`src/dmpr_pkg.sv`:
```
`timescale 1ns / 1ps
`default_nettype none
// ----------------------------------------------------------------------------
// dmpr_pkg: shared types, codes and scaling functions
// Request and register codes, per-channel operation codes, channel views and
// the constant-divisor conversions between percent and 0..255 speed.
// ----------------------------------------------------------------------------
package dmpr_pkg;

    // request kinds (tuser on the slave side)
    localparam logic [2:0] REQ_TICK      = 3'd0;
    localparam logic [2:0] REQ_LEFT_PCT  = 3'd1;
    localparam logic [2:0] REQ_RIGHT_PCT = 3'd2;
    localparam logic [2:0] REQ_LEFT_RAW  = 3'd3;
    localparam logic [2:0] REQ_RIGHT_RAW = 3'd4;
    localparam logic [2:0] REQ_LEFT_DIR  = 3'd5;
    localparam logic [2:0] REQ_RIGHT_DIR = 3'd6;

    // configuration register indexes
    localparam logic [1:0] CFG_LEFT_ACCEL  = 2'd0;
    localparam logic [1:0] CFG_RIGHT_ACCEL = 2'd1;
    localparam logic [1:0] CFG_INTERVAL    = 2'd2;

    localparam logic [7:0]  ACCEL_RESET    = 8'd5;
    localparam logic [15:0] INTERVAL_RESET = 16'd10;
    localparam logic [16:0] TICK_MAX       = 17'h1FFFF;

    // percent limits and raw speed limit
    localparam logic signed [15:0] PCT_MAX = 16'sd100;
    localparam logic signed [15:0] PCT_MIN = -16'sd100;
    localparam logic signed [15:0] RAW_MAX = 16'sd255;

    // reciprocal multipliers: mag*255/100 = (mag*1336965) >> 19,
    // speed*100/255 = (speed*1644900) >> 22, exact over the value ranges
    localparam logic [20:0] PCT_TO_SPD_MUL = 21'd1336965;
    localparam logic [20:0] SPD_TO_PCT_MUL = 21'd1644900;

    // what one request does to one channel
    typedef enum logic [2:0] {
        CH_NONE = 3'd0,
        CH_PCT  = 3'd1,
        CH_RAW  = 3'd2,
        CH_DIR  = 3'd3,
        CH_RAMP = 3'd4
    } t_chan_op;

    typedef struct packed {
        logic [7:0] speed;
        logic       fwd;
        logic       pending;
    } t_chan_state;

    typedef struct packed {
        logic [7:0] speed;
        logic       fwd;
        logic       pending;
        logic [7:0] pct;
    } t_chan_view;

    // percent magnitude (0..100) to speed (0..255), truncated
    function automatic logic [7:0] pct_to_speed(input logic [6:0] mag);
        logic [27:0] prod;
        prod = 28'(mag) * 28'(PCT_TO_SPD_MUL);
        return prod[26:19];
    endfunction

    // speed (0..255) to percent magnitude (0..100), truncated
    function automatic logic [7:0] speed_to_pct(input logic [7:0] speed);
        logic [28:0] prod;
        prod = 29'(speed) * 29'(SPD_TO_PCT_MUL);
        return {1'b0, prod[28:22]};
    endfunction

endpackage
`default_nettype wire

```
`src/dmpr_tick.sv`:
```
`timescale 1ns / 1ps
`default_nettype none
// ----------------------------------------------------------------------------
// dmpr_tick: update interval counter
// Counts tick requests with saturation and flags a ramp update once the
// count exceeds the interval; the count restarts at zero on an update.
// ----------------------------------------------------------------------------
module dmpr_tick
    import dmpr_pkg::*;
(
    input  wire logic        i_clk,
    input  wire logic        i_rst_n,
    input  wire logic        i_tick,      // tick request retires this cycle
    input  wire logic [15:0] i_interval,
    output logic             o_update,    // ramp update for this tick
    output logic [16:0]      o_count
);

    logic [16:0] r_count;
    logic [16:0] n_count;
    logic [16:0] w_inc;

    // saturating increment and compare against the interval
    assign w_inc    = (r_count == TICK_MAX) ? r_count : r_count + 17'd1;
    assign o_update = i_tick && (w_inc > {1'b0, i_interval});

    always_comb begin
        n_count = r_count;
        if (i_tick) begin
            n_count = o_update ? '0 : w_inc;
        end
    end

    always_ff @(posedge i_clk) begin
        if (!i_rst_n) begin
            r_count <= '0;
        end else begin
            r_count <= n_count;
        end
    end

    assign o_count = r_count;

endmodule
`default_nettype wire

```
`src/dmpr_chan.sv`:
```
`timescale 1ns / 1ps
`default_nettype none
// ----------------------------------------------------------------------------
// dmpr_chan: one motor channel
// Holds speed, target and direction state, applies percent, raw and
// direction commands and the ramp step, and presents the state after the
// request together with its signed percent.
// ----------------------------------------------------------------------------
module dmpr_chan
    import dmpr_pkg::*;
(
    input  wire logic               i_clk,
    input  wire logic               i_rst_n,
    input  wire logic               i_en,       // request retires this cycle
    input  wire t_chan_op           i_op,
    input  wire logic signed [15:0] i_value,
    input  wire logic               i_flag,
    input  wire logic [7:0]         i_accel,
    output t_chan_state             o_cur,
    output t_chan_view              o_next
);

    logic [7:0] r_speed, n_speed;
    logic [7:0] r_target, n_target;
    logic       r_fwd, n_fwd;
    logic       r_tfwd, n_tfwd;
    logic       r_pend, n_pend;

    logic signed [7:0] w_pct_clamp;
    logic [7:0]        w_pct_abs;
    logic              w_pct_neg;
    logic [7:0]        w_raw;
    logic [8:0]        w_sum;
    logic [7:0]        w_dec;
    logic [7:0]        w_mag_pct;

    // command value clamping
    always_comb begin
        if (i_value > PCT_MAX) begin
            w_pct_clamp = 8'(PCT_MAX);
        end else if (i_value < PCT_MIN) begin
            w_pct_clamp = 8'(PCT_MIN);
        end else begin
            w_pct_clamp = i_value[7:0];
        end
    end

    assign w_pct_neg = w_pct_clamp[7];
    assign w_pct_abs = w_pct_neg ? 8'd0 - w_pct_clamp : w_pct_clamp;

    always_comb begin
        if (i_value < 16'sd0) begin
            w_raw = '0;
        end else if (i_value > RAW_MAX) begin
            w_raw = 8'hFF;
        end else begin
            w_raw = i_value[7:0];
        end
    end

    // ramp step candidates
    assign w_sum = {1'b0, r_speed} + {1'b0, i_accel};
    assign w_dec = (r_speed > i_accel) ? r_speed - i_accel : 8'd0;

    // next state
    always_comb begin
        n_speed  = r_speed;
        n_target = r_target;
        n_fwd    = r_fwd;
        n_tfwd   = r_tfwd;
        n_pend   = r_pend;
        case (i_op)
            CH_PCT: begin
                n_tfwd   = !w_pct_neg;
                n_target = pct_to_speed(w_pct_abs[6:0]);
                n_pend   = (r_fwd != !w_pct_neg);
            end
            CH_RAW: begin
                n_target = w_raw;
            end
            CH_DIR: begin
                n_fwd = i_flag;
            end
            CH_RAMP: begin
                if (r_pend) begin
                    // slow to a stop, then flip
                    if (r_speed != '0) begin
                        n_speed = w_dec;
                    end else begin
                        n_fwd  = r_tfwd;
                        n_pend = 1'b0;
                    end
                end else if (r_speed < r_target) begin
                    n_speed = (w_sum < {1'b0, r_target}) ? w_sum[7:0] : r_target;
                end else if (r_speed > r_target) begin
                    n_speed = (w_dec > r_target) ? w_dec : r_target;
                end
            end
            default: begin
            end
        endcase
    end

    always_ff @(posedge i_clk) begin
        if (!i_rst_n) begin
            r_speed  <= '0;
            r_target <= '0;
            r_fwd    <= 1'b1;
            r_tfwd   <= 1'b1;
            r_pend   <= 1'b0;
        end else if (i_en) begin
            r_speed  <= n_speed;
            r_target <= n_target;
            r_fwd    <= n_fwd;
            r_tfwd   <= n_tfwd;
            r_pend   <= n_pend;
        end
    end

    // view after the request
    assign w_mag_pct = speed_to_pct(n_speed);

    assign o_next.speed   = n_speed;
    assign o_next.fwd     = n_fwd;
    assign o_next.pending = n_pend;
    assign o_next.pct     = n_fwd ? w_mag_pct : 8'd0 - w_mag_pct;

    assign o_cur.speed   = r_speed;
    assign o_cur.fwd     = r_fwd;
    assign o_cur.pending = r_pend;

endmodule
`default_nettype wire

```
`src/dual_motor_pwm_ramp.sv`:
```
`timescale 1ns / 1ps
`default_nettype none
// A request accepted at the slave side passes the input register, then the
// result register, which presents its result to the master side.
// Throughput: one request per cycle; a result held by the master side holds
// the input register, and both move again in the cycle the result is taken.
// Reset (synchronous, active low): speeds and targets zero, directions
// forward, no reversal pending, tick count zero, accel 5, interval 10.
// ----------------------------------------------------------------------------
// dual_motor_pwm_ramp: two-channel PWM ramp generator
// Takes tick and command requests, ramps both channels toward their targets
// with reversal through zero, and returns one status result per request.
// ----------------------------------------------------------------------------
module dual_motor_pwm_ramp
    import dmpr_pkg::*;
(
    input  wire logic        i_clk,
    input  wire logic        i_rst_n,
    // slave side
    input  wire logic        s_axis_tvalid,
    output logic             s_axis_tready,
    input  wire logic [23:0] s_axis_tdata,   // command_value[15:0], forward_flag[16], zero
    input  wire logic [2:0]  s_axis_tuser,   // req_type[2:0]
    // master side
    output logic             m_axis_tvalid,
    input  wire logic        m_axis_tready,
    // left_duty[7:0], right_duty[15:8], left_dir_out[16], right_dir_out[17],
    // left_signed_percent[25:18], right_signed_percent[33:26],
    // left_reversal_pending[34], right_reversal_pending[35],
    // ramp_updated[36], zero
    output logic [39:0]      m_axis_tdata,
    // configuration
    input  wire logic        i_cfg_we,
    input  wire logic [1:0]  i_cfg_idx,
    input  wire logic [15:0] i_cfg_data
);

    // configuration registers
    logic [7:0]  r_left_accel;
    logic [7:0]  r_right_accel;
    logic [15:0] r_interval;

    always_ff @(posedge i_clk) begin
        if (!i_rst_n) begin
            r_left_accel  <= ACCEL_RESET;
            r_right_accel <= ACCEL_RESET;
            r_interval    <= INTERVAL_RESET;
        end else if (i_cfg_we) begin
            case (i_cfg_idx)
                CFG_LEFT_ACCEL:  r_left_accel  <= i_cfg_data[7:0];
                CFG_RIGHT_ACCEL: r_right_accel <= i_cfg_data[7:0];
                CFG_INTERVAL:    r_interval    <= i_cfg_data;
                default: begin
                end
            endcase
        end
    end

    // input register
    logic               r_in_vld;
    logic [2:0]         r_in_req;
    logic signed [15:0] r_in_val;
    logic               r_in_fwd;
    logic               w_adv;
    logic               w_s_acc;

    assign w_adv         = r_in_vld && (!m_axis_tvalid || m_axis_tready);
    assign s_axis_tready = !r_in_vld || w_adv;
    assign w_s_acc       = s_axis_tvalid && s_axis_tready;

    always_ff @(posedge i_clk) begin
        if (!i_rst_n) begin
            r_in_vld <= 1'b0;
        end else if (w_s_acc) begin
            r_in_vld <= 1'b1;
        end else if (w_adv) begin
            r_in_vld <= 1'b0;
        end
    end

    always_ff @(posedge i_clk) begin
        if (w_s_acc) begin
            r_in_req <= s_axis_tuser;
            r_in_val <= s_axis_tdata[15:0];
            r_in_fwd <= s_axis_tdata[16];
        end
    end

    // tick counter
    logic        w_tick;
    logic        w_upd;
    logic [16:0] w_count;

    assign w_tick = w_adv && (r_in_req == REQ_TICK);

    dmpr_tick u_tick (
        .i_clk      (i_clk),
        .i_rst_n    (i_rst_n),
        .i_tick     (w_tick),
        .i_interval (r_interval),
        .o_update   (w_upd),
        .o_count    (w_count)
    );

    // request decode per channel
    t_chan_op w_left_op;
    t_chan_op w_right_op;

    always_comb begin
        w_left_op  = CH_NONE;
        w_right_op = CH_NONE;
        case (r_in_req)
            REQ_TICK: begin
                if (w_upd) begin
                    w_left_op  = CH_RAMP;
                    w_right_op = CH_RAMP;
                end
            end
            REQ_LEFT_PCT:  w_left_op  = CH_PCT;
            REQ_RIGHT_PCT: w_right_op = CH_PCT;
            REQ_LEFT_RAW:  w_left_op  = CH_RAW;
            REQ_RIGHT_RAW: w_right_op = CH_RAW;
            REQ_LEFT_DIR:  w_left_op  = CH_DIR;
            REQ_RIGHT_DIR: w_right_op = CH_DIR;
            default: begin
            end
        endcase
    end

    // channels
    t_chan_state w_left_cur, w_right_cur;
    t_chan_view  w_left_nxt, w_right_nxt;

    dmpr_chan u_left (
        .i_clk   (i_clk),
        .i_rst_n (i_rst_n),
        .i_en    (w_adv),
        .i_op    (w_left_op),
        .i_value (r_in_val),
        .i_flag  (r_in_fwd),
        .i_accel (r_left_accel),
        .o_cur   (w_left_cur),
        .o_next  (w_left_nxt)
    );

    dmpr_chan u_right (
        .i_clk   (i_clk),
        .i_rst_n (i_rst_n),
        .i_en    (w_adv),
        .i_op    (w_right_op),
        .i_value (r_in_val),
        .i_flag  (r_in_fwd),
        .i_accel (r_right_accel),
        .o_cur   (w_right_cur),
        .o_next  (w_right_nxt)
    );

    // result register
    logic        r_out_vld;
    logic [39:0] r_out_data;

    always_ff @(posedge i_clk) begin
        if (!i_rst_n) begin
            r_out_vld <= 1'b0;
        end else if (w_adv) begin
            r_out_vld <= 1'b1;
        end else if (m_axis_tready) begin
            r_out_vld <= 1'b0;
        end
    end

    always_ff @(posedge i_clk) begin
        if (w_adv) begin
            r_out_data <= {3'b000, w_upd,
                           w_right_nxt.pending, w_left_nxt.pending,
                           w_right_nxt.pct, w_left_nxt.pct,
                           w_right_nxt.fwd, w_left_nxt.fwd,
                           w_right_nxt.speed, w_left_nxt.speed};
        end
    end

    assign m_axis_tvalid = r_out_vld;
    assign m_axis_tdata  = r_out_data;

    // checks
    a_upd_clears_count: assert property (@(posedge i_clk) disable iff (!i_rst_n)
        (w_adv && w_upd) |=> (w_count == '0))
        else $error("tick count not restarted after ramp update");

    a_left_pend_no_rise: assert property (@(posedge i_clk) disable iff (!i_rst_n)
        (w_adv && w_left_cur.pending && (w_left_cur.speed != '0))
        |=> (w_left_cur.speed <= $past(w_left_cur.speed)))
        else $error("left speed rose during pending reversal");

    a_right_pend_no_rise: assert property (@(posedge i_clk) disable iff (!i_rst_n)
        (w_adv && w_right_cur.pending && (w_right_cur.speed != '0))
        |=> (w_right_cur.speed <= $past(w_right_cur.speed)))
        else $error("right speed rose during pending reversal");

    a_stall_cause: assert property (@(posedge i_clk) disable iff (!i_rst_n)
        !s_axis_tready |-> (r_in_vld && r_out_vld && !m_axis_tready))
        else $error("slave side stalled without a full pipeline");

endmodule
`default_nettype wire

```
`config.mk`:
```
export PLATFORM = sky130hd
export DESIGN_NAME = dual_motor_pwm_ramp
export DESIGN_NICKNAME = d
export VERILOG_FILES = /design/src/dmpr_pkg.sv /design/src/dmpr_tick.sv /design/src/dmpr_chan.sv /design/src/dual_motor_pwm_ramp.sv
export SDC_FILE = /design/constraint.sdc
export NUM_CORES = 1
export LEC_CHECK = 0
export BUFFER_PORTS_ARGS = -buffer_cell sky130_fd_sc_hd__buf_4
export CORE_MARGIN = 1.5
export CORE_UTILIZATION = 40
export CTS_CLUSTER_DIAMETER = 60
export DETAILED_ROUTE_END_ITERATION = 10
export SLEW_MARGIN = 20
export SYNTH_ARGS = -nofsm -noshare
export SYNTH_HDL_FRONTEND = slang
export SYNTH_SLANG_ARGS = --single-unit
```
`constraint.sdc`:
```
create_clock -name i_clk -period 20.6 [get_ports i_clk]
set_input_delay 3.09 -clock i_clk [delete_from_list [all_inputs] [get_ports i_clk]]
set_output_delay 3.09 -clock i_clk [all_outputs]
set_load 0.01 [all_outputs]
```
==> impl_metrics.json, run 1 <==
{
  "run_status": "completed",
  "firstDrtPassIters": 5,
  "area_growth_pct": 10.63,
  "wl_mm": 39.72,
  "grt_use_total_pct": 21.02,
  "holdBufCountCts": 0,
  "start_util_pct": 40.68,
  "switching_share_pct": 36.20,
  "synth.avg_cell_area_um2": 8.644,
  "grt_overflow": 0,
  "hold_path.class": "reg2reg",
  "cts_tree": "done",
  "die_area_um2": 39580,
  "cts_buffers": 17,
  "via_per_inst": 5.406,
  "p_leak_nw": 8.119,
  "yosys.area_share.simple_pct": 15.66,
  "arrival_ns": 11.24,
  "die_w_um": 199.0,
  "power_frac_clock_pct": 33.0,
  "synthAdderAreaFrac_pct": 29.88,
  "rows": 71,
  "max-vdd-ir-drop_uv": 59.74,
  "maxCapViolCount": 0,
  "ant_nets": 0,
  "remaining_drc_errors": 0,
  "synth_edf_count": 57,
  "power.net_switching_mw": 0.3323,
  "vias": 12750,
  "async_reset_ff_share_pct": 0,
  "yosys_warnings": 0,
  "ctsResizeCount": 0,
  "synth_top_family_by_area": "adder cells",
  "critPathSlowestCell": "nand3_1",
  "powerDensity_nw_per_um2": 54.02,
  "ys.flop_type": "dfxtp_1",
  "drt_iter0_markers": 737,
  "slew_violations": 0,
  "start_kind": "primary input",
  "htree_levels": 4,
  "grt_max_degree": 65,
  "busiest_layer": "met2",
  "antenna_found_initial": 0,
  "slowest_delay_ns": 0.73,
  "synth_seq_cells": 146,
  "netlist_instances": 1777,
  "pwr-share-comb_pct": 32.4,
  "hold_violations": 0,
  "muxShareOfSynthArea_pct": 2.248,
  "antenna_cells": 0,
  "yosysSeqAreaShare_pct": 22.74,
  "holdWs_ns": 0.4547,
  "worstSetupPathType": "in2reg",
  "synth_cell_type_count": 95,
  "fin_tns_setup_ns": 0,
  "intPower_mw": 0.5857,
  "core-area_um2": 37760,
  "fin_nets": 2213,
  "hpwl_mm": 31.82,
  "globalplace.congestion": 0.9295,
  "worst_pin_slew_ns": 1.072,
  "worstPathMaxFanout": 31,
  "synthXorXnorAreaFrac_pct": 4.211,
  "max-slew-margin-rel_pct": 28.37,
  "grt_first_pass_wirelength_mm": 65.36,
  "worstSkewPairLatency_ns": 0.46,
  "met2_usage_pct": 34.82,
  "total_power_mw": 0.9180,
  "finalClockSkew_ns": 0.01663,
  "clk_pin_slew_ns": 0.07,
  "syn_area_um2": 15360,
  "grt_pass1_vias": 12710,
  "end_kind": "register",
  "use_met3_pct": 3.221,
  "finalCriticalPeriod_ns": 11.07,
  "crit_family": "adder cells",
  "cp.required_ns": 20.77,
  "setup_viol": 0,
  "rrSetupSlack_ns": 10.14,
  "drive_above_1_share_pct": 8.771,
  "min_period_over_period_pct": 53.74,
  "port_buffers": 81,
  "fmax_ghz": 0.09033,
  "routedWlPerCell_um": 16.84,
  "grt_use_met1_pct": 28.00,
  "root_buffer": "clkbuf_16",
  "synth-compound-area-share_pct": 18.36,
  "rsz0062_at_grt": "false",
  "dieHeight_um": 199.0,
  "pwr-share-seq_pct": 34.6,
  "path_buf_inv": 5,
  "cts_buffer_depth": 2,
  "pin_count": 92,
  "cts_num_sinks": 146,
  "cts_setup_buffers": 0
}
-- worst register-to-register path, delay by kind of cell, from the launching register on --
family	cells	cell delay (ns)
DFF	1	0.37
adders and majority gates	7	2.89
and+or+nand+nor	14	3.18
buffers and inverters	4	0.86
AOI/OAI and AO/OA	7	1.83
muxes	1	0.63
xor gates and xnor gates	2	0.47
-- flip-flops by register name, summed over array words and instances, names as in the netlist --
signal            cells
m_axis_tdata         37
m_axis_tvalid         1
r_in_fwd              1
r_in_req              3
r_in_val             16
r_in_vld              1
r_interval           16
r_left_accel          8
r_right_accel         8
u_left.r_fwd          1
u_left.r_pend         1
u_left.r_speed        8
u_left.r_target       8
u_left.r_tfwd         1
u_right.r_fwd         1
u_right.r_pend        1
u_right.r_speed       8
u_right.r_target      8
u_right.r_tfwd        1
u_tick.o_count       17
-- power groups by stage --
| stage | Clock (mW) | Sequential, mW | Combinational (mW) |
|---|---|---|---|
| after floorplan | 0 | 0.322 | 0.216 |
| after global placement | 0 | 0.324 | 0.291 |
| after detailed placement | 0 | 0.324 | 0.295 |
| after CTS | 0.310 | 0.318 | 0.298 |
| after global routing | 0.321 | 0.319 | 0.336 |
| final | 0.303 | 0.318 | 0.297 |
-- cell usage after synthesis (8+ instances only) --
cell type | count | area share (%)
nor2b_1 | 19 | 0.77
a21oi_1 | 140 | 4.6
a22oi_1 | 12 | 0.59
o21bai_1 | 11 | 0.54
o211ai_1 | 21 | 1.0
nor2_1 | 153 | 3.7
dfxtp_1 | 89 | 12
and2_1 | 18 | 0.73
nand4_1 | 33 | 1.3
or2_2 | 8 | 0.33
nor3_1 | 25 | 0.81
fa_1 | 63 | 8.2
inv_1 | 212 | 5.2
edfxtp_1 | 57 | 11
o21ai_0 | 69 | 2.2
xor2_1 | 19 | 1.1
nor4_1 | 13 | 0.53
and3_1 | 16 | 0.65
a211oi_1 | 21 | 1.0
nand3_1 | 39 | 1.3
mux2i_1 | 30 | 2.0
ha_1 | 266 | 22
a31oi_1 | 16 | 0.65
nand2_1 | 129 | 3.2
nand2b_1 | 13 | 0.53
clkbuf_1 | 35 | 0.86
o21a_1 | 10 | 0.49
xnor2_1 | 53 | 3.0
a21o_1 | 34 | 1.7
o31ai_1 | 8 | 0.39
-- logic make-up after synthesis --
logic type / Yosys count
AND/OR/NAND/NOR: 500
XOR/XNOR: 73
AO/OA/AOI/OAI: 424
other: 1
flip-flops: 146
adder cells (fa/ha/maj): 329
multiplexers: 34
buffers and inverters: 270
-- worst paths after layout --
path | start | depth (start not counted) | end
max | m_axis_tready | 26 | m_axis_tdata[33]$_SDFFCE_PP0P_
min reg2reg | r_interval[14]$_SDFFE_PN0P_ | 2 | r_interval[14]$_SDFFE_PN0P_
min | r_interval[14]$_SDFFE_PN0P_ | 2 | r_interval[14]$_SDFFE_PN0P_
max reg2reg | u_tick.o_count[0]$_SDFFE_PN0P_ | 35 | m_axis_tdata[33]$_SDFFCE_PP0P_
-- routing by layer --
layer	vias up	part of all wire [%]
li1	6415	-
met1	6030	48
met2	250	46
met3	53	3.8
met4	0	2.2
met5	-	0
-- cell usage in the layout (no fill, tap or decap), types with 18 or more instances in the layout --
master and n:
a211oi_1 21, a21o_1 34, a21oi_1 140, and2_1 18
buf_4 89, dfxtp_1 89, edfxtp_1 57, fa_1 63
ha_1 266, inv_1 211, mux2i_1 30, nand2_1 129
nand3_1 39, nand4_1 33, nor2_1 153, nor2b_1 19
nor3_1 25, o211ai_1 21, o21ai_0 69, xnor2_1 53
xor2_1 19
-- stage by stage --
step                      area, um2  util (%)  instances  setup WS, ns
after floorplan               15370         -       1779         11.17
after global placement        16440     43.54       2326         9.228
after detailed placement      16440     43.54       2326         9.111
after CTS                     16990     45.01       2358         9.562
after global routing          16990     45.01       2358         8.995
final                         16990     45.01       2358         9.529
-- area by class of cell --
| type | count | area, um2 |
|---|---|---|
| Clock inverter | 15 | 128.9 |
| Clock buffer | 17 | 425.4 |
| Fill cell | 3678 | 20760 |
| Multi-Input combinational cell | 1363 | 10820 |
| Timing Repair Buffer | 89 | 668.1 |
| Inverter | 217 | 814.5 |
| Sequential cell | 146 | 3493 |
| Tap cell | 511 | 639.4 |
(Power assumes the default switching activity.)
==> run 2, diff against run 1 <==
- ABC_AREA: unset -> 1
- clock period: 20.6 -> 9.7 ns (I/O delays scaled with it)
==> impl_metrics.json, run 2 <==
{
  "run_status": "completed",
  "synth_most_common_cell": "nand2_1",
  "remaining_drc_errors": 0,
  "worstPathMaxFanout": 13,
  "powerDensity_nw_per_um2": 115.5,
  "core-area_um2": 38920,
  "ant_nets": 0,
  "path_buf_inv": 5,
  "yosysSeqAreaShare_pct": 21.94,
  "wl_mm": 42.69,
  "die_w_um": 202.5,
  "start_kind": "register",
  "finalNonFillerCells": 2708,
  "hpwl_mm": 34.90,
  "cts_setup_buffers": 0,
  "intPower_mw": 1.296,
  "synth_cell_type_count": 74,
  "drive_above_1_share_pct": 9.543,
  "area_growth_pct": 10.96,
  "rsz0062_at_grt": "false",
  "pwr-share-comb_pct": 34.2,
  "max-vdd-ir-drop_uv": 135.9,
  "hold_path.class": "reg2reg",
  "worstSetupPathType": "reg2reg",
  "clk_pin_slew_ns": 0.06,
  "cp.required_ns": 9.90,
  "vias": 13860,
  "cts_num_sinks": 146,
  "setup_viol": 0,
  "netlist_instances": 2101,
  "synth_top_cell_area_share_pct": 20.91,
  "slew_violations": 0,
  "yosys_warnings": 0,
  "grt_first_pass_wirelength_mm": 70.67,
  "dieHeight_um": 202.5,
  "p_leak_nw": 9.011,
  "pwr-share-seq_pct": 33.3,
  "most-common-layout-cells": "380 x nand2_1, 353 x inv_1, 266 x ha_1, 197 x a21oi_1, 157 x nor2_1",
  "die_area_um2": 41000,
  "firstDrtPassIters": 5,
  "root_buffer": "clkbuf_16",
  "syn_area_um2": 15920,
  "grt_overflow": 0,
  "finalClockSkew_ns": 0.008076,
  "dpl.cell_count": 2676,
  "async_reset_ff_share_pct": 0,
  "power_frac_clock_pct": 32.5,
  "maxCapViolCount": 0,
  "ctsResizeCount": 0,
  "grt_pass1_vias": 13850,
  "routedWlPerCell_um": 15.76,
  "power.net_switching_mw": 0.7440,
  "ys.flop_type": "dfxtp_1",
  "switching_share_pct": 36.47,
  "pin_count": 92,
  "critPathSlowestCell": "fa_1",
  "start_util_pct": 40.90,
  "min_period_over_period_pct": 90.87,
  "fin_nets": 2556,
  "antenna_cells": 0,
  "grt_use_total_pct": 21.60,
  "cts_tree": "done",
  "cts_buffers": 17,
  "grt_max_degree": 51,
  "synthTopCellsByCount": "380 x nand2_1, 354 x inv_1, 266 x ha_1, 197 x a21oi_1, 158 x nor2_1",
  "drt_iter0_markers": 714,
  "synth_seq_cells": 146,
  "max-slew-margin-rel_pct": 30.52,
  "holdBufCountCts": 0,
  "finalCriticalPeriod_ns": 8.815,
  "crit_family": "adder cells",
  "crit_path_frequent_cell": "nand2_1",
  "globalplace.congestion": 0.9314,
  "total_power_mw": 2.040,
  "via_per_inst": 5.118,
  "cts_buffer_depth": 2,
  "rrSetupSlack_ns": 0.89,
  "synth_edf_count": 57,
  "end_kind": "register",
  "htree_levels": 4,
  "port_buffers": 81,
  "rows": 72,
  "fmax_ghz": 0.1134,
  "pre_cts_ws_ns": 0.9468,
  "yosysTopAreaCell": "ha_1",
  "setup_ws_ns": 0.8852,
  "worstSkewPairLatency_ns": 0.44,
  "arrival_ns": 9.02,
  "hold_violations": 0,
  "slowest_delay_ns": 0.57,
  "antenna_found_initial": 0,
  "largest_register_ffs": 37,
  "synth.avg_cell_area_um2": 7.577,
  "final_common_cell": "nand2_1",
  "synth_area_leaders": "ha_1 21%, dfxtp_1 11%, edfxtp_1 11%",
  "fin_tns_setup_ns": 0,
  "worst_pin_slew_ns": 1.033
}
run 2: cell count changes in the layout (fill, tap and decap cells not counted), moves of 15 or more:
cell,before,now
o21ai_0,69,127
xnor2_1,53,20
a21oi_1,140,197
nand2_2,1,23
nor2b_1,19,0
xor2_1,19,34
nand2_1,129,380
a21o_1,34,6
and3_1,16,0
nand3_1,39,67
inv_1,211,353
mux2i_1,30,0
a211oi_1,21,6
run 2: final timing paths:
| kind | endpoint | startpoint | cells past startpoint |
|---|---|---|---|
| worst max-delay path | m_axis_tdata[32]$_DFFE_PP_ | u_right.r_speed[2]$_SDFFE_PN0P_ | 44 |
| worst min-delay path | r_interval[10]$_SDFFE_PN0P_ | r_interval[10]$_SDFFE_PN0P_ | 2 |
| worst max register to register | m_axis_tdata[32]$_DFFE_PP_ | u_right.r_speed[2]$_SDFFE_PN0P_ | 44 |
| worst min register to register | r_interval[10]$_SDFFE_PN0P_ | r_interval[10]$_SDFFE_PN0P_ | 2 |
run 2: final cells by class:
class	count	area [um2]
clock buffers	26	545.5
clock inverters	6	40.04
fillers	3956	21250
inverters	371	1395
multi-input cells	1554	10890
flip-flops and latches	146	3493
well taps	518	648.1
repair buffers	87	653.1
run 2: per-stage QoR:
stage / hold WS, ns / utilization (%) / area [um2]
after floorplan: 0.4353 / - / 15930
final: 0.4673 / 45.39 / 17660
after CTS: 0.4659 / 45.38 / 17660
after global routing: 0.4870 / 45.39 / 17660
after detailed placement: 0.4563 / 43.88 / 17080
after global placement: 0.4530 / 43.88 / 17080
run 2: worst reg2reg max path: cells and delay by family, from the launching register on:
kind	cells	cell delay, ns
compound gates	12	2.03
buf+inv	5	0.42
fa+ha+maj	8	3.20
flops	1	0.47
simple gates	19	2.44
run 2: layer usage:
| metal | GRT usage [%] | up-vias | wire (um) |
|---|---|---|---|
| met2 | 36.24 | 278 | 19780 |
| li1 | - | 7118 | - |
| met5 | 0 | - | 0 |
| met4 | 6.878 | 0 | 948 |
| met1 | 28.97 | 6416 | 20440 |
| met3 | 2.488 | 48 | 1524 |
run 2: power by group through the flow:
stage	combinational (mW)	sequential, mW	clock, mW
global route	0.789	0.682	0.697
finish	0.699	0.679	0.662
CTS	0.689	0.679	0.674
floorplan	0.497	0.688	0
global placement	0.680	0.692	0
detailed placement	0.681	0.692	0
run 2: kinds of logic (layout without fill, tap and decap cells):
group / Yosys count / count (layout) / share of synthesized area, %
compound gates: 427 / 427 / 15.26
xor+xnor: 57 / 57 / 3.348
fa+ha+maj: 329 / 329 / 28.83
buf+inv: 403 / 490 / 9.715
flops: 146 / 146 / 21.94
mux: 2 / 2 / 0.1415
other cells: 1 / 3 / 0.02356
simple gates: 736 / 736 / 20.73
==> run 3, diff against run 2 <==
--- a/config.mk
+++ b/config.mk
@@ -9,2 +9,3 @@
 export BUFFER_PORTS_ARGS = -buffer_cell sky130_fd_sc_hd__buf_4
+export CAP_MARGIN = 20
 export CORE_MARGIN = 1.5
==> constraint.sdc (replaced) <==
create_clock -name i_clk -period 9.7 [get_ports i_clk]
set_input_delay 0.485 -clock i_clk [delete_from_list [all_inputs] [get_ports i_clk]]
set_output_delay 0.485 -clock i_clk [all_outputs]
set_load 0.01 [all_outputs]
==> impl_metrics.json, run 3 (synthesis results as in run 2) <==
{
  "grt_first_pass_wirelength_mm": 70.57,
  "rsz0062_at_grt": "false",
  "finalCriticalPeriod_ns": 8.788,
  "arrival_ns": 8.98,
  "reg2regPathDepth": 48,
  "rows": 72,
  "cts_buffer_depth": 2,
  "grt_pass1_vias": 13840,
  "pin_count": 92,
  "ant_nets": 0,
  "min_period_over_period_pct": 90.60,
  "finalNonFillerCells": 2708,
  "worstPathMaxFanout": 13,
  "worst_pin_slew_ns": 1.050,
  "critPathSlowestCell": "fa_1",
  "core-area_um2": 38920,
  "cp_num_cells": 48,
  "pre_cts_ws_ns": 1.032,
  "max-slew-margin-rel_pct": 29.75,
  "hold_path.class": "in2reg",
  "start_kind": "register",
  "area_growth_pct": 10.81,
  "antenna_found_initial": 0,
  "remaining_drc_errors": 0,
  "wl_met2_mm": 20.12,
  "crit_path_frequent_cell": "nand2_1",
  "drive_above_1_share_pct": 9.269,
  "via_per_inst": 5.126,
  "antenna_cells": 0,
  "cts_buffers": 17,
  "vias": 13880,
  "final_common_cell": "nand2_1",
  "ctsResizeCount": 0,
  "worstSetupPathType": "reg2reg",
  "holdWs_ns": 0.2234,
  "grt_use_total_pct": 21.49,
  "drt_iter0_markers": 844,
  "globalplace.congestion": 0.9278,
  "root_buffer": "clkbuf_16",
  "die_area_um2": 41000,
  "hold_violations": 0,
  "multi_input_area_um2": 10890,
  "max-vdd-ir-drop_uv": 109.1,
  "end_kind": "register",
  "fin_nets": 2557,
  "clk_pin_slew_ns": 0.07,
  "cts_setup_buffers": 0,
  "setup_viol": 0,
  "hpwl_mm": 35.01,
  "holdPathStages": 1,
  "wl_mm": 42.85,
  "slew_violations": 0,
  "run_status": "completed",
  "firstDrtPassIters": 8,
  "finalClockSkew_ns": 0.01252,
  "cp.required_ns": 9.89,
  "wl_met1_mm": 20.52,
  "crit_family": "adder cells",
  "routedWlPerCell_um": 15.82,
  "fmax_ghz": 0.1138,
  "routed.top_layer": "met4",
  "start_util_pct": 40.90,
  "largest_register_ffs": 37,
  "cts_tree": "done",
  "grt_overflow": 0,
  "dpl.cell_count": 2677,
  "nFillCells": 3925,
  "worstSkewPairLatency_ns": 0.44,
  "maxCapViolCount": 0,
  "seq_area_um2": 3493,
  "most-common-layout-cells": "380 x nand2_1, 353 x inv_1, 266 x ha_1, 197 x a21oi_1, 158 x nor2_1",
  "setup_ws_ns": 0.9117,
  "route.met3.wl_mm": 1.419,
  "powerDensity_nw_per_um2": 114.7,
  "holdBufCountCts": 0,
  "fin_tns_setup_ns": 0,
  "path_buf_inv": 7,
  "htree_levels": 4,
  "die_w_um": 202.5,
  "p_leak_nw": 8.998,
  "port_buffers": 81,
  "cts_num_sinks": 146,
  "slowest_delay_ns": 0.55,
  "utilization_pct": 45.33,
  "dieHeight_um": 202.5,
  "grt_max_degree": 51
}
run 3: final timing paths:
check	startpoint	to	slack (ns)
worst max-delay path	u_right.r_speed[0]$_SDFFE_PN0P_	m_axis_tdata[32]$_DFFE_PP_	0.91
worst min-delay path	s_axis_tdata[10]	r_in_val[10]$_DFFE_PP_	0.22
worst max register to register	u_right.r_speed[0]$_SDFFE_PN0P_	m_axis_tdata[32]$_DFFE_PP_	0.91
worst min register to register	r_interval[4]$_SDFFE_PN0P_	r_interval[4]$_SDFFE_PN0P_	0.46
run 3: final cells by class:
cell class	count	share of cell area, %
Timing Repair Buffer	88	3.745
Clock inverter	12	0.6597
Sequential cell	146	19.80
Tap cell	518	3.674
Multi-Input combinational cell	1554	61.75
Inverter	371	7.909
Clock buffer	19	2.454
run 3: routing by layer:
layer	vias up	global-route usage [%]
met5	-	0
met4	0	5.450
met3	49	2.937
met2	264	36.86
met1	6461	28.39
li1	7108	-
run 3: power breakdown:
part / total [mW] / internal (mW) / leakage (nW) / switching (mW)
Sequential: 0.679 / 0.661 / 1.28 / 0.0181
Combinational: 0.703 / 0.250 / 7.45 / 0.453
Clock: 0.642 / 0.373 / 0.271 / 0.268
Total: 2.02 / 1.28 / 9.00 / 0.740
run 3: through the flow:
step / instance area [um2] / total power, mW
2_1_floorplan: 15930 / 1.185
3_3_place_gp: 17080 / 1.367
3_5_place_dp: 17080 / 1.377
4_1_cts: 17630 / 2.028
5_1_grt: 17640 / 2.160
6_report: 17640 / 2.024
